===== src/design/assert_macros.svh =====
// Assertion macros shared by the depth centroid block.
// Included by files that carry concurrent checks.
`ifndef ASSERT_MACROS_SVH
`define ASSERT_MACROS_SVH
// Check that prop holds at every clock edge outside reset.
`define ASSERT_CLK(label, clk, rst_n, prop, msg) \
  label: assert property (@(posedge clk) disable iff (!rst_n) (prop)) else $error(msg);
// Check that trig implies prop in the next cycle.
`define ASSERT_NEXT(label, clk, rst_n, trig, prop, msg) \
  label: assert property (@(posedge clk) disable iff (!rst_n) (trig) |=> (prop)) \
    else $error(msg);
`endif


===== src/design/dcpl_pkg.sv =====
// Package of the depth centroid path length block: widths, constants, records.
// No dependencies.
package dcpl_pkg;
  localparam int unsigned WindowFrames = 10;
  localparam int unsigned MaxWidth     = 1024;
  localparam int unsigned MaxHeight    = 1024;
  localparam int unsigned DepthScale   = 100;
  localparam int unsigned CfgIdxW      = 1;
  localparam int unsigned CfgDataW     = 11;
  localparam logic [CfgIdxW-1:0] RegFrameWidth  = 1'b0;
  localparam logic [CfgIdxW-1:0] RegFrameHeight = 1'b1;
  localparam logic [10:0] ResetWidth  = 11'd640;
  localparam logic [10:0] ResetHeight = 11'd480;
  localparam int unsigned DispW   = 22;
  localparam int unsigned DistW   = 19;
  localparam int unsigned CentW   = 18;
  localparam int unsigned SumPosW = 36;
  localparam int unsigned SumDepW = 40;
  localparam int unsigned CountW  = 26;
  localparam logic [DispW-1:0] DispMax = {DispW{1'b1}};

  // End-of-frame totals handed from front to back
  typedef struct packed {
    logic [SumPosW-1:0] sum_col;
    logic [SumPosW-1:0] sum_row;
    logic [SumDepW-1:0] sum_dep;
    logic [CountW-1:0]  count;
  } frame_sums_t;
endpackage


===== src/design/dcpl_if.sv =====
// Valid/ready stream interface used by all channels of the block.
// Depends on nothing; payload width is a parameter.
interface dcpl_if #(
  parameter int unsigned W = 16
);
  logic         valid;
  logic         ready;
  logic [W-1:0] data;
  modport source (output valid, output data, input ready);
  modport sink   (input valid, input data, output ready);
endinterface


===== src/design/depth_centroid_path_length_core.sv =====
// Depth centroid path length: accepts one depth pixel per cycle unless a frame end stalls.
// A frame end hands its sums to a two-entry queue; the back part takes one frame at a time
// through three divides, a square sum and a square root, then updates the window.
// The result of a frame follows its last pixel through the queue and the back part; a frame
// end stalls the input while the queue is full.
// Reset (rst_ni low, asynchronous) clears counters, sums and window; size 640x480.
module depth_centroid_path_length_core #(
  parameter int unsigned WINDOW_FRAMES = dcpl_pkg::WindowFrames,
  parameter int unsigned MAX_WIDTH     = dcpl_pkg::MaxWidth,
  parameter int unsigned MAX_HEIGHT    = dcpl_pkg::MaxHeight
) (
  input  logic   clk_i,
  input  logic   rst_ni,
  dcpl_if.sink   in_if,
  dcpl_if.source out_if,
  dcpl_if.sink   cfg_if
);
  logic [10:0] w_q, h_q;
  logic sv, sr, qv, qr;
  dcpl_pkg::frame_sums_t sd, qd;

  assign cfg_if.ready = 1'b1;
  always_ff @(posedge clk_i or negedge rst_ni) begin
    if (!rst_ni) begin
      w_q <= dcpl_pkg::ResetWidth;
      h_q <= dcpl_pkg::ResetHeight;
    end else if (cfg_if.valid) begin
      if (cfg_if.data[11] == dcpl_pkg::RegFrameWidth) w_q <= cfg_if.data[10:0];
      else h_q <= cfg_if.data[10:0];
    end
  end

  dcpl_front #(.MAX_WIDTH(MAX_WIDTH), .MAX_HEIGHT(MAX_HEIGHT)) u_front (
    .clk_i, .rst_ni,
    .in_valid_i(in_if.valid), .in_ready_o(in_if.ready), .depth_i(in_if.data),
    .width_i(w_q), .height_i(h_q),
    .sums_valid_o(sv), .sums_ready_i(sr), .sums_o(sd)
  );

  dcpl_fifo u_fifo (
    .clk_i, .rst_ni,
    .wr_valid_i(sv), .wr_ready_o(sr), .wr_data_i(sd),
    .rd_valid_o(qv), .rd_ready_i(qr), .rd_data_o(qd)
  );

  dcpl_back #(.WINDOW_FRAMES(WINDOW_FRAMES)) u_back (
    .clk_i, .rst_ni,
    .sums_valid_i(qv), .sums_ready_o(qr), .sums_i(qd),
    .out_valid_o(out_if.valid), .out_ready_i(out_if.ready),
    .disp_o(out_if.data[25:4]), .frames_o(out_if.data[3:0])
  );
endmodule


===== src/design/dcpl_front.sv =====
// Front: raster position tracking and per-frame sums.
// Depends on dcpl_pkg.
module dcpl_front #(
  parameter int unsigned MAX_WIDTH  = dcpl_pkg::MaxWidth,
  parameter int unsigned MAX_HEIGHT = dcpl_pkg::MaxHeight
) (
  input  logic                  clk_i,
  input  logic                  rst_ni,
  input  logic                  in_valid_i,
  output logic                  in_ready_o,
  input  logic [15:0]           depth_i,
  input  logic [10:0]           width_i,
  input  logic [10:0]           height_i,
  output logic                  sums_valid_o,
  input  logic                  sums_ready_i,
  output dcpl_pkg::frame_sums_t sums_o
);
  localparam int unsigned PW = $clog2(MAX_WIDTH + 1) > 11 ? $clog2(MAX_WIDTH + 1) : 11;
  localparam int unsigned PH = $clog2(MAX_HEIGHT + 1) > 11 ? $clog2(MAX_HEIGHT + 1) : 11;
  localparam int unsigned XW = PW > PH ? PW : PH;

  logic [PW-1:0] col_q, col_d, w_eff;
  logic [PH-1:0] row_q, row_d, h_eff;
  dcpl_pkg::frame_sums_t acc_q, acc_d;
  logic [XW:0] wc, hc;
  logic row_end, frame_end, fire;

  always_comb begin
    wc = XW'(width_i) == '0 ? (XW+1)'(1) : (XW+1)'(width_i);
    if (wc > (XW+1)'(MAX_WIDTH)) wc = (XW+1)'(MAX_WIDTH);
    hc = XW'(height_i) == '0 ? (XW+1)'(1) : (XW+1)'(height_i);
    if (hc > (XW+1)'(MAX_HEIGHT)) hc = (XW+1)'(MAX_HEIGHT);
    if (height_i == '0) hc = (XW+1)'(1);
    if (width_i == '0) wc = (XW+1)'(1);
  end
  assign w_eff = PW'(wc);
  assign h_eff = PH'(hc);

  // Stall only when a frame ends and the queue is full
  assign row_end    = ({1'b0, col_q} + 1'b1) >= {1'b0, w_eff};
  assign frame_end  = row_end && (({1'b0, row_q} + 1'b1) >= {1'b0, h_eff});
  assign in_ready_o = !frame_end || sums_ready_i;
  assign fire       = in_valid_i && in_ready_o;

  always_comb begin
    acc_d = acc_q;
    col_d = col_q;
    row_d = row_q;
    if (depth_i != '0) begin
      acc_d.sum_col = acc_q.sum_col + dcpl_pkg::SumPosW'(col_q);
      acc_d.sum_row = acc_q.sum_row + dcpl_pkg::SumPosW'(row_q);
      acc_d.sum_dep = acc_q.sum_dep + dcpl_pkg::SumDepW'(depth_i);
      acc_d.count   = acc_q.count + 1'b1;
    end
    if (row_end) begin
      col_d = '0;
      row_d = frame_end ? '0 : row_q + 1'b1;
    end else begin
      col_d = col_q + 1'b1;
    end
  end

  assign sums_o       = acc_d;
  assign sums_valid_o = in_valid_i && frame_end;

  always_ff @(posedge clk_i or negedge rst_ni) begin
    if (!rst_ni) begin
      col_q <= '0;
      row_q <= '0;
      acc_q <= '0;
    end else if (fire) begin
      col_q <= col_d;
      row_q <= row_d;
      acc_q <= frame_end ? '0 : acc_d;
    end
  end
endmodule


===== src/design/dcpl_fifo.sv =====
// Two-entry queue between front and back.
// Depends on dcpl_pkg.
`include "assert_macros.svh"
module dcpl_fifo (
  input  logic                  clk_i,
  input  logic                  rst_ni,
  input  logic                  wr_valid_i,
  output logic                  wr_ready_o,
  input  dcpl_pkg::frame_sums_t wr_data_i,
  output logic                  rd_valid_o,
  input  logic                  rd_ready_i,
  output dcpl_pkg::frame_sums_t rd_data_o
);
  dcpl_pkg::frame_sums_t mem_q [2];
  logic wp_q, rp_q;
  logic [1:0] cnt_q;
  logic wr, rd;

  assign wr_ready_o = cnt_q != 2'd2;
  assign rd_valid_o = cnt_q != 2'd0;
  assign rd_data_o  = mem_q[rp_q];
  assign wr = wr_valid_i && wr_ready_o;
  assign rd = rd_valid_o && rd_ready_i;

  always_ff @(posedge clk_i) begin
    if (wr) mem_q[wp_q] <= wr_data_i;
  end

  always_ff @(posedge clk_i or negedge rst_ni) begin
    if (!rst_ni) begin
      wp_q  <= 1'b0;
      rp_q  <= 1'b0;
      cnt_q <= '0;
    end else begin
      if (wr) wp_q <= !wp_q;
      if (rd) rp_q <= !rp_q;
      cnt_q <= cnt_q + {1'b0, wr} - {1'b0, rd};
    end
  end

  `ASSERT_CLK(a_cnt_range, clk_i, rst_ni, cnt_q <= 2'd2, "queue count overflow")
  `ASSERT_NEXT(a_ptr_gap, clk_i, rst_ni, 1'b1, (cnt_q == 2'd1) == (wp_q != rp_q),
    "queue pointers disagree with count")
endmodule


===== src/design/dcpl_back.sv =====
// Back: centroid divide, distance square root, window ring and result register.
// Depends on dcpl_pkg.
`include "assert_macros.svh"
module dcpl_back #(
  parameter int unsigned WINDOW_FRAMES = dcpl_pkg::WindowFrames
) (
  input  logic                  clk_i,
  input  logic                  rst_ni,
  input  logic                  sums_valid_i,
  output logic                  sums_ready_o,
  input  dcpl_pkg::frame_sums_t sums_i,
  output logic                  out_valid_o,
  input  logic                  out_ready_i,
  output logic [21:0]           disp_o,
  output logic [3:0]            frames_o
);
  localparam int unsigned Slots = WINDOW_FRAMES - 1;
  localparam int unsigned SW    = Slots > 1 ? $clog2(Slots) : 1;
  localparam int unsigned FW    = $clog2(WINDOW_FRAMES + 1);
  localparam int unsigned NumW  = 48;
  localparam int unsigned DenW  = 33;
  localparam int unsigned SqW   = 38;
  localparam int unsigned RsW   = 32;
  localparam int unsigned CW    = dcpl_pkg::CentW;
  localparam int unsigned DistW_l = dcpl_pkg::DistW;

  localparam logic [2:0] StIdle = 3'd0;
  localparam logic [2:0] StDiv  = 3'd1;
  localparam logic [2:0] StSq   = 3'd2;
  localparam logic [2:0] StRoot = 3'd3;
  localparam logic [2:0] StUpd  = 3'd4;
  localparam logic [2:0] StOut  = 3'd5;

  logic [2:0] st_q;
  dcpl_pkg::frame_sums_t s_q;
  logic [1:0]      ax_q;
  logic [5:0]      it_q;
  logic [NumW-1:0] rem_q, quo_q;
  logic [DenW-1:0] den;
  logic [NumW-1:0] num;
  logic [NumW:0]   trial;
  logic [CW-1:0]   c_q [3];
  logic [CW-1:0]   p_q [3];
  logic [SqW-1:0]  sq_q;
  logic [CW-1:0]   dd;
  logic [SqW-1:0]  rv_q, rres_q, rbit_q;
  logic [DistW_l-1:0] ring_q [Slots];
  logic [SW-1:0]   ptr_q;
  logic [FW-1:0]   held_q;
  logic [RsW-1:0]  rsum_q;
  logic            ov_q;
  logic [21:0]     disp_q;
  logic [3:0]      fr_q;

  assign sums_ready_o = st_q == StIdle;
  assign out_valid_o  = ov_q;
  assign disp_o       = disp_q;
  assign frames_o     = fr_q;

  always_comb begin
    case (ax_q)
      2'd0: num = {{(NumW - dcpl_pkg::SumPosW - 8){1'b0}}, s_q.sum_col, 8'd0};
      2'd1: num = {{(NumW - dcpl_pkg::SumPosW - 8){1'b0}}, s_q.sum_row, 8'd0};
      default: num = {s_q.sum_dep, 8'd0};
    endcase
    den = ax_q == 2'd2 ? DenW'(s_q.count) * DenW'(dcpl_pkg::DepthScale)
                       : DenW'(s_q.count);
    trial = {rem_q[NumW-2:0], num[6'(NumW-1) - it_q]} - {{(NumW-DenW+1){1'b0}}, den};
    dd = (c_q[ax_q] >= p_q[ax_q]) ? c_q[ax_q] - p_q[ax_q] : p_q[ax_q] - c_q[ax_q];
  end

  always_ff @(posedge clk_i) begin
    if (st_q == StIdle && sums_valid_i) s_q <= sums_i;
  end

  always_ff @(posedge clk_i or negedge rst_ni) begin
    if (!rst_ni) begin
      st_q   <= StIdle;
      ax_q   <= '0;
      it_q   <= '0;
      rem_q  <= '0;
      quo_q  <= '0;
      sq_q   <= '0;
      rv_q   <= '0;
      rres_q <= '0;
      rbit_q <= '0;
      ptr_q  <= '0;
      held_q <= '0;
      rsum_q <= '0;
      ov_q   <= 1'b0;
      disp_q <= '0;
      fr_q   <= '0;
      for (int k = 0; k < 3; k++) begin
        c_q[k] <= '0;
        p_q[k] <= '0;
      end
    end else begin
      if (st_q == StOut && (!ov_q || out_ready_i)) begin
        ov_q <= 1'b1;
      end else if (out_ready_i) begin
        ov_q <= 1'b0;
      end
      case (st_q)
        StIdle: begin
          if (sums_valid_i) begin
            st_q  <= StDiv;
            ax_q  <= '0;
            it_q  <= '0;
            rem_q <= '0;
            quo_q <= '0;
          end
        end
        StDiv: begin
          // one quotient bit a cycle, restoring
          if (!trial[NumW]) begin
            rem_q <= trial[NumW-1:0];
            quo_q <= {quo_q[NumW-2:0], 1'b1};
          end else begin
            rem_q <= {rem_q[NumW-2:0], num[6'(NumW-1) - it_q]};
            quo_q <= {quo_q[NumW-2:0], 1'b0};
          end
          it_q <= it_q + 1'b1;
          if (it_q == 6'(NumW-1)) begin
            c_q[ax_q] <= s_q.count == '0 ? '0
                : CW'(trial[NumW] ? {quo_q[NumW-2:0], 1'b0} : {quo_q[NumW-2:0], 1'b1});
            it_q  <= '0;
            rem_q <= '0;
            quo_q <= '0;
            if (ax_q == 2'd2) begin
              ax_q <= '0;
              sq_q <= '0;
              st_q <= StSq;
            end else begin
              ax_q <= ax_q + 1'b1;
            end
          end
        end
        StSq: begin
          sq_q <= sq_q + SqW'(dd) * SqW'(dd);
          if (ax_q == 2'd2) begin
            st_q <= StRoot;
            it_q <= '0;
          end else begin
            ax_q <= ax_q + 1'b1;
          end
        end
        StRoot: begin
          if (it_q == '0) begin
            rv_q   <= sq_q;
            rres_q <= '0;
            rbit_q <= SqW'(1) << (SqW - 2);
            it_q   <= 6'd1;
          end else if (rbit_q == '0) begin
            st_q <= StUpd;
          end else begin
            if (rv_q >= rres_q + rbit_q) begin
              rv_q   <= rv_q - (rres_q + rbit_q);
              rres_q <= (rres_q >> 1) + rbit_q;
            end else begin
              rres_q <= rres_q >> 1;
            end
            rbit_q <= rbit_q >> 2;
          end
        end
        default: begin
          if (st_q == StUpd) begin
            logic [RsW-1:0] ns;
            logic [FW-1:0]  nh;
            ns = rsum_q;
            nh = held_q;
            if (held_q != '0) begin
              if (held_q - 1'b1 >= FW'(Slots))
                ns = ns - RsW'(ring_q[ptr_q]);
              ns = ns + RsW'(rres_q[DistW_l-1:0]);
              ptr_q <= (32'(ptr_q) + 1 >= Slots) ? '0 : ptr_q + 1'b1;
            end
            if (held_q < FW'(WINDOW_FRAMES)) nh = held_q + 1'b1;
            rsum_q <= ns;
            held_q <= nh;
            for (int k = 0; k < 3; k++) p_q[k] <= c_q[k];
            st_q <= StOut;
          end else if (!ov_q || out_ready_i) begin
            // load the result only once the previous one has left
            disp_q <= held_q >= FW'(2) ? (rsum_q > RsW'(dcpl_pkg::DispMax) ? dcpl_pkg::DispMax
                                                                        : 22'(rsum_q)) : '0;
            fr_q <= 4'(held_q);
            st_q <= StIdle;
          end
        end
      endcase
    end
  end

  always_ff @(posedge clk_i) begin
    if (st_q == StUpd && held_q != '0) ring_q[ptr_q] <= rres_q[DistW_l-1:0];
  end

  `ASSERT_CLK(a_ptr_range, clk_i, rst_ni, 32'(ptr_q) < Slots, "ring pointer out of range")
  `ASSERT_CLK(a_held_range, clk_i, rst_ni, held_q <= FW'(WINDOW_FRAMES), "frames held too big")
  `ASSERT_NEXT(a_out_load, clk_i, rst_ni, st_q == StUpd, st_q == StOut,
    "update not followed by output")
endmodule


===== src/flat_wrapper.sv =====
// flat-port wrapper written by rule: the top's interface ports become plain ports
module depth_centroid_path_length_core_flat 
#(
  parameter int unsigned WINDOW_FRAMES = dcpl_pkg::WindowFrames,
  parameter int unsigned MAX_WIDTH     = dcpl_pkg::MaxWidth,
  parameter int unsigned MAX_HEIGHT    = dcpl_pkg::MaxHeight
)
  (clk_i, rst_ni, in_if_valid, in_if_data, in_if_ready, out_if_valid, out_if_data, out_if_ready, cfg_if_valid, cfg_if_data, cfg_if_ready);
  dcpl_if #(.W(16)) in_if_i ();
  dcpl_if #(.W(dcpl_pkg::DispW + 4)) out_if_i ();
  dcpl_if #(.W(dcpl_pkg::CfgIdxW + dcpl_pkg::CfgDataW)) cfg_if_i ();
  input  logic clk_i;
  input  logic rst_ni;
  input wire logic [$bits(in_if_i.valid)-1:0] in_if_valid;
  input wire logic [$bits(in_if_i.data)-1:0] in_if_data;
  output wire logic [$bits(in_if_i.ready)-1:0] in_if_ready;
  output wire logic [$bits(out_if_i.valid)-1:0] out_if_valid;
  output wire logic [$bits(out_if_i.data)-1:0] out_if_data;
  input wire logic [$bits(out_if_i.ready)-1:0] out_if_ready;
  input wire logic [$bits(cfg_if_i.valid)-1:0] cfg_if_valid;
  input wire logic [$bits(cfg_if_i.data)-1:0] cfg_if_data;
  output wire logic [$bits(cfg_if_i.ready)-1:0] cfg_if_ready;
  assign in_if_i.valid = in_if_valid;
  assign in_if_i.data = in_if_data;
  assign in_if_ready = in_if_i.ready;
  assign out_if_valid = out_if_i.valid;
  assign out_if_data = out_if_i.data;
  assign out_if_i.ready = out_if_ready;
  assign cfg_if_i.valid = cfg_if_valid;
  assign cfg_if_i.data = cfg_if_data;
  assign cfg_if_ready = cfg_if_i.ready;
  depth_centroid_path_length_core #(.WINDOW_FRAMES(WINDOW_FRAMES), .MAX_WIDTH(MAX_WIDTH), .MAX_HEIGHT(MAX_HEIGHT)) u_core (.clk_i(clk_i), .rst_ni(rst_ni), .in_if(in_if_i), .out_if(out_if_i), .cfg_if(cfg_if_i));
endmodule

===== config.mk =====
export PLATFORM = sky130hd
export DESIGN_NAME = depth_centroid_path_length_core_flat
export DESIGN_NICKNAME = d
export VERILOG_FILES = /design/src/design/dcpl_pkg.sv /design/src/design/dcpl_if.sv /design/src/design/depth_centroid_path_length_core.sv /design/src/design/dcpl_front.sv /design/src/design/dcpl_fifo.sv /design/src/design/dcpl_back.sv /design/src/flat_wrapper.sv
export VERILOG_INCLUDE_DIRS = /design/src /design/src/design
export SDC_FILE = /design/constraint.sdc
export NUM_CORES = 2
export LEC_CHECK = 0
export BUFFER_PORTS_ARGS = -buffer_cell sky130_fd_sc_hd__buf_4
export CELL_PAD_IN_SITES_DETAIL_PLACEMENT = 0
export CELL_PAD_IN_SITES_GLOBAL_PLACEMENT = 1
export CORE_UTILIZATION = 55
export CTS_CLUSTER_DIAMETER = 40
export DETAILED_ROUTE_END_ITERATION = 8
export MAX_ROUTING_LAYER = met4
export PLACE_DENSITY_LB_ADDON = 0.1
export SYNTH_ARGS = -nofsm -noshare
export SYNTH_HDL_FRONTEND = slang
export SYNTH_SLANG_ARGS = --single-unit
export TNS_END_PERCENT = 1

===== constraint.sdc =====
create_clock -name clk_i -period 30.2 [get_ports clk_i]
set_input_delay 0 -clock clk_i [delete_from_list [all_inputs] [get_ports clk_i]]
set_output_delay 0 -clock clk_i [all_outputs]
set_load 0.03 [all_outputs]

-- Word-level counts from Yosys, hierarchy flattened
Memory sizes are Yosys's and may differ from the RTL's. A register that Yosys moved wholly into a read port is not among the register bits.
Cells that the tools add are included.
- register bits after elaboration: 588
- RAM bits: 447
- bits of input ports: 33
- output and inout bits: 29
- word-level logic and storage cells: 220
- memories kept: 2
- $add $sub $neg: 26
- multiply operators: 2
- $lt $le $gt $ge: 14
- equality and inequality tests: 18
- mux-type cells: 75
- bitwise operators: 4
- reductions and logical operators: 47
- memory list (memory ; words ; bits a word ; read ports ; clocked after Yosys merged registers in ; write ports ; RTL line ; source):
    u_core.u_fifo.mem_q ; 2 ; 138 ; 1 ; 1 ; 1 ; dcpl_fifo.sv:14 ; dcpl_pkg::frame_sums_t mem_q [2];
    u_core.u_back.ring_q ; 9 ; 19 ; 1 ; 0 ; 1 ; dcpl_back.sv:47 ; logic [DistW_l-1:0] ring_q [Slots];
- operators with widths (cell ; number):
    $mux 38 ; 10
    $mux 138 ; 2
    $mux 47 ; 3
    $mux 32 ; 4
    $mux 18 ; 7
    $pmux 48 s2 ; 1
    $pmux 47 s2 ; 1
    $mux 11 ; 8
    $pmux 38 s2 ; 1
    $add 36x11->36 ; 2
    $bmux 18 s2 ; 2
    $bwmux 54 ; 1
    $sub 48x33->49 ; 1
    $mux 22 ; 2
    $add 40x16->40 ; 1
    $add 37x38->38 ; 1
    $add 38x36->38 ; 1
    $add 38x38->38 ; 1
    $ge 38x38->1 ; 1
    $logic_not 38->1 ; 1
    $sub 38x38->38 ; 1
    $demux 18 s2 ; 1
    $mul 18x18->36 ; 1
    $sub 18x18->18 ; 2
    64 further kinds ; 130

-- Longest topological paths before layout
- depth in word-level cells: 11
- depth in mapped cells: 45
- depth with buffers taken out: 42

-- Hierarchy
Synthesis repeated with hierarchy kept, for this count alone.
- cells, all modules: 7239
- area, all modules: 74468.9 um^2
- by module, submodules not included (module ; instances ; cells an instance ; area an instance (um^2) ; seq. area each (um^2)):
    dcpl_back ; 1 ; 5298 ; 51431.8 ; 18863.1
    dcpl_front ; 1 ; 1440 ; 11930.2 ; 4003.8
    dcpl_fifo ; 1 ; 451 ; 10212.3 ; 8388.0
    depth_centroid_path_length_core ; 1 ; 50 ; 894.6 ; 558.0

-- Worst setup path before layout
No wires, ideal clock.
- kind: flip-flop to flip-flop
- start: reg u_core.u_back.st_q[0]
- end: reg u_core.u_back.rem_q[44]
- setup time: 0.131 ns
- data arrival time: 17.567 ns
- required time: 30.069 ns
- setup slack: 12.502 ns
- cell stages (with the launch flop): 7
- path buffers: 2
- period minus slack after synthesis: 17.698 ns
- cell sequence: dfrtp_1 > clkbuf_1 > clkbuf_1 > nor4_1 > nor2_1 > a32o_1 > or3_1
- word-level cells in the longest chain between the ends: 3
- elaborated cells on any way between the ends: 6
- those cells by class: 2 x eq/ne; 1 x mux; 3 x reduce/logical
- ends and longest elaborated chain (what ; RTL line ; source):
    start: declaration ; dcpl_back.sv:34 ; logic [2:0] st_q;
    start signal: assignment ; dcpl_back.sv:78 ; st_q <= StIdle;
    start signal: assignment ; dcpl_back.sv:106 ; st_q <= StDiv;
    start signal: assignment ; dcpl_back.sv:132 ; st_q <= StSq;
    $eq 3x1->1 / $logic_not 3->1 (equally long branches) ; dcpl_back.sv:103 ; case (st_q)
    $reduce_bool 2->1 (no source line) / $ne 2x2->1 (equally long branches) ; -- ;
    $reduce_and 2->1 (no source line) ; -- ;
    end signal: assignment ; dcpl_back.sv:116 ; rem_q <= trial[NumW-1:0];
    end signal: assignment ; dcpl_back.sv:119 ; rem_q <= {rem_q[NumW-2:0], num[6'(NumW-1) - it_q]};
    end: declaration ; dcpl_back.sv:38 ; logic [NumW-1:0] rem_q, quo_q;
Parallel ways exist; a longest one is shown, timed or not.
A chain may end at the register's enable or synchronous reset.

-- Worst setup path in the final report
- start: reg u_core.u_back.ax_q[1]
- end: reg u_core.u_back.sq_q[37]
- word-level cells in the longest chain between the ends: 9
- elaborated cells on any way between the ends: 17
- those cells by class: 3 x add/sub; 1 x mul; 1 x order compare; 2 x eq/ne; 8 x mux; 1 x bitwise; 1 x reduce/logical
- ends and longest elaborated chain (what ; RTL line ; source):
    start: declaration ; dcpl_back.sv:36 ; logic [1:0] ax_q;
    start signal: assignment ; dcpl_back.sv:134 ; ax_q <= ax_q + 1'b1;
    start signal: assignment ; dcpl_back.sv:144 ; ax_q <= ax_q + 1'b1;
    $not 2->3 (not written as such) ; dcpl_back.sv:69 ; dd = (c_q[ax_q] >= p_q[ax_q]) ? c_q[ax_q] - p_q[ax_q] : p_q[ax_q] - c_q[ax_q];
    $bmux 18 s2 ; dcpl_back.sv:69 ;
    $mux 18 (not written as such) (2 in series) ; dcpl_back.sv:69 ;
    $sub 18x18->18 / $ge 18x18->1 (equally long branches) ; dcpl_back.sv:69 ;
    $mux 18 ; dcpl_back.sv:69 ;
    $mul 18x18->36 ; dcpl_back.sv:139 ; sq_q <= sq_q + SqW'(dd) * SqW'(dd);
    $add 38x36->38 ; dcpl_back.sv:139 ;
    $pmux 38 s2 ; dcpl_back.sv:103 ;
    end signal: assignment ; dcpl_back.sv:139 ;
    end: declaration ; dcpl_back.sv:44 ; logic [SqW-1:0] sq_q;
Parallel ways exist; a longest one is shown, timed or not. The select of a mux whose other input is x is not followed.

==> impl_results.md <==
* Remaining global-route overflow at 0
* Register area share after synthesis at 43.2%
* Critical path data required time at 30.84 ns
* Fin nets at 8124
* Rows at 133
* Post-route ant nets at 0
* Max frequency at 0.0778 GHz
* Slew @ Worst Pin at 1.21 ns
* CP Capture Type: flip-flop
* Worst path most repeated cell: fa_1
* DR pass1 iterations at 7
* Die area at 135000 um2
* MaxCap Viol Count at 0
* GP Congestion at 0.938
* WHS Path Cells at 4
* 1st-iter DRT viols at 3940
* WL per Instance at 20.0 um
* Detailed-placement wirelength estimate at 129000 um
* Area growth from synthesis to layout at 12.5%
* Setup TNS at 0 ns
* Synth Register Bits at 1154
* Core Footprint at 132000 um2
* Synth warn at 0
* Layout Cells excl Fill at 9246
* Max stage delay cell, worst path: xnor2_1
* Outcome: finished, final reports clean
* Total GRT Usage at 28.3%
* Die Y at 368 um
* Post-synthesis cell area at 73700 um2
* Fin Clk Skew at 0.0496 ns
* Number of flops mapped to enable cells by yosys at 585
* Post-synth cell types at 88
* Synthesized net count at 8041
* CTS H-tree depth at 4
* Family with the most delay on the worst path: compound AO/OA/AOI/OAI gates
* Slack of the critical path at 17.35 ns
* ANT cells at 0
* Vias at 53525
* Startpoint type of the worst setup path: flip-flop
* PortBufs at 60
* Clk Latency, worst-skew pair at 0.83 ns
* Top cell type's share of synthesized area at 23.8%
* Fraction of layout cells with a size suffix above 1 at 10.2%
* Placed insts at 8856
* Crit path max fanout at 22
* Num ports at 62
* Hold WS at 0.152 ns
* Root Driver: clkbuf_16
* Slowest stage delay, CP at 0.89 ns
* Antenna violations before repair at 0
* Clock period minus final worst setup slack at 12.85 ns
* R2r worst-path depth at 37
* Arrival time worst endpoint at 13.50 ns
* Setup-failing EPs final at 0
* Fin crit share at 42.6%
* Slew margin rel. at 19.4%
* Final Hold Vio Count at 0
* Initial Util at 55.8%
* Top_reg_cell synth: edfxtp_1
* Buf/Inv on CP at 8
* Largest net degree at the start of global routing at 139
* Largest area contributor in the netlist: edfxtp_1
* Most frequent cell after synthesis: nand2_1
* Clock tree sinks at 1154
* Max clock buf depth at 3
* Detailed-route DRC error count at 0
* Crit Path Class: reg2reg
* Final Max Tran Viols at 0
* Ranking of synthesized cells by area: edfxtp_1 (24%), dfrtp_1 (19%), ha_1 (8.2%)
* CTS buffer count at 178
* Floorplan die width at 368 um
* Mapped Cells at 7250
* RSZ-0062 raised after global routing: no
* Vias in the first global route at 53267
* Total wire length at 185000 um
* Clock transition at the registers of the reported paths at 0.05 ns
* Mean Syn Cell Area at 10.2 um2
* Levels on crit path at 37
* Pre-CTS setup slack at 17.53 ns
* First-pass GRT wire length at 296000 um
* Synth cell count leaders: nand2_1 (968), inv_1 (670), edfxtp_1 (585)
* Post-synth ARST share at 49.3%
* Via density at 5.79
* Hold crit path type: in2reg
* TritonCTS clock tree: built
==> timing repair <==
action,in CTS,in global routing
hold endpoints to repair,302,0
buffers inserted,0,0
hold buffers,52,0
gates resized for setup,0,0
==> kinds of logic after synthesis <==
logic type / share of synthesized area (%)
AND/OR/NAND/NOR: 11.6
AO/OA/AOI/OAI: 14.4
multiplexers: 5.07
buffers and inverters: 5.08
other: 0.00509
XOR/XNOR: 4.93
adder cells (fa/ha/maj): 15.7
flip-flops: 43.2
==> worst reg2reg max path: cells and delay by family (launching register included) <==
| family | cells | cell delay [ns] |
|---|---|---|
| adder cells (fa/ha/maj) | 8 | 3.78 |
| flip-flops | 1 | 0.78 |
| XOR/XNOR | 1 | 0.89 |
| AND/OR/NAND/NOR | 6 | 1.24 |
| buffers and inverters | 8 | 1.64 |
| AO/OA/AOI/OAI | 12 | 3.98 |
| multiplexers | 2 | 0.39 |
==> stage by stage <==
step           area (um2)  util [%]
2_1_floorplan       73700         -
3_3_place_gp        76100      57.6
3_5_place_dp        76100      57.6
4_1_cts             82900      62.7
5_1_grt             82900      62.7
6_report            82900      62.7
==> state kept, by name (all words and copies together) (netlist names), 17 cells and up <==
register              flops
u_core.u_back.c_q        54
u_core.u_back.disp_o     22
u_core.u_back.p_q        54
u_core.u_back.quo_q      17
u_core.u_back.rbit_q     19
u_core.u_back.rem_q      47
u_core.u_back.ring_q    171
u_core.u_back.rres_q     38
u_core.u_back.rsum_q     32
u_core.u_back.rv_q       38
u_core.u_back.s_q       138
u_core.u_back.sq_q       38
u_core.u_fifo.mem_q     276
u_core.u_front.acc_q    138
==> area by class of cell <==
class | count | area, um2
timing repair buffer | 213 | 1790
tap | 1755 | 2200
multi-input combinational | 5107 | 38200
fill | 10820 | 49200
sequential | 1154 | 31800
inverter | 679 | 2550
clock inverter | 121 | 1530
clock buffer | 217 | 4770
==> worst paths after layout <==
kind | startpoint | end | slack (ns)
setup / recovery | u_core.u_back.ax_q[1] | u_core.u_back.sq_q[37] | 17.35
hold reg to reg | u_core.u_back.disp_o[7] | u_core.u_back.disp_o[7] | 0.47
max in group asynchronous | rst_ni | u_core.u_fifo.rp_q | 27.21
hold / removal | in_if_valid | u_core.u_front.col_q[1] | 0.15
setup reg to reg | u_core.u_back.ax_q[1] | u_core.u_back.sq_q[37] | 17.35
min in group asynchronous | rst_ni | u_core.u_back.disp_o[3] | 0.43
==> layer usage <==
layer  vias to the layer above  global-route usage [%]  wire length, um
met5                         -                       -                0
met3                       252                    3.39             8120
met2                      1280                    44.1            85900
met1                     26306                    39.4            86700
met4                         0                    7.37             3890
li1                      25687                       -                -
==> placed cells by master (no fill, tap or decap), drive strengths merged, types with 67 or more instances in the layout <==
cell,count
fa,278
mux2,168
xnor2,248
a21o,125
nand3,121
xor2,167
dfrtp,563
and3,67
edfxtp,585
buf,162
nand2,968
a22o,109
clkbuf,217
o31ai,74
a21oi,396
nor2,452
inv,711
o21ai,482
a31oi,107
ha,480
mux2i,94
nor3,73
Power is left out: the tool's default activity adds up to more than one toggle a clock period on the data nets, which glitch-free logic cannot reach.
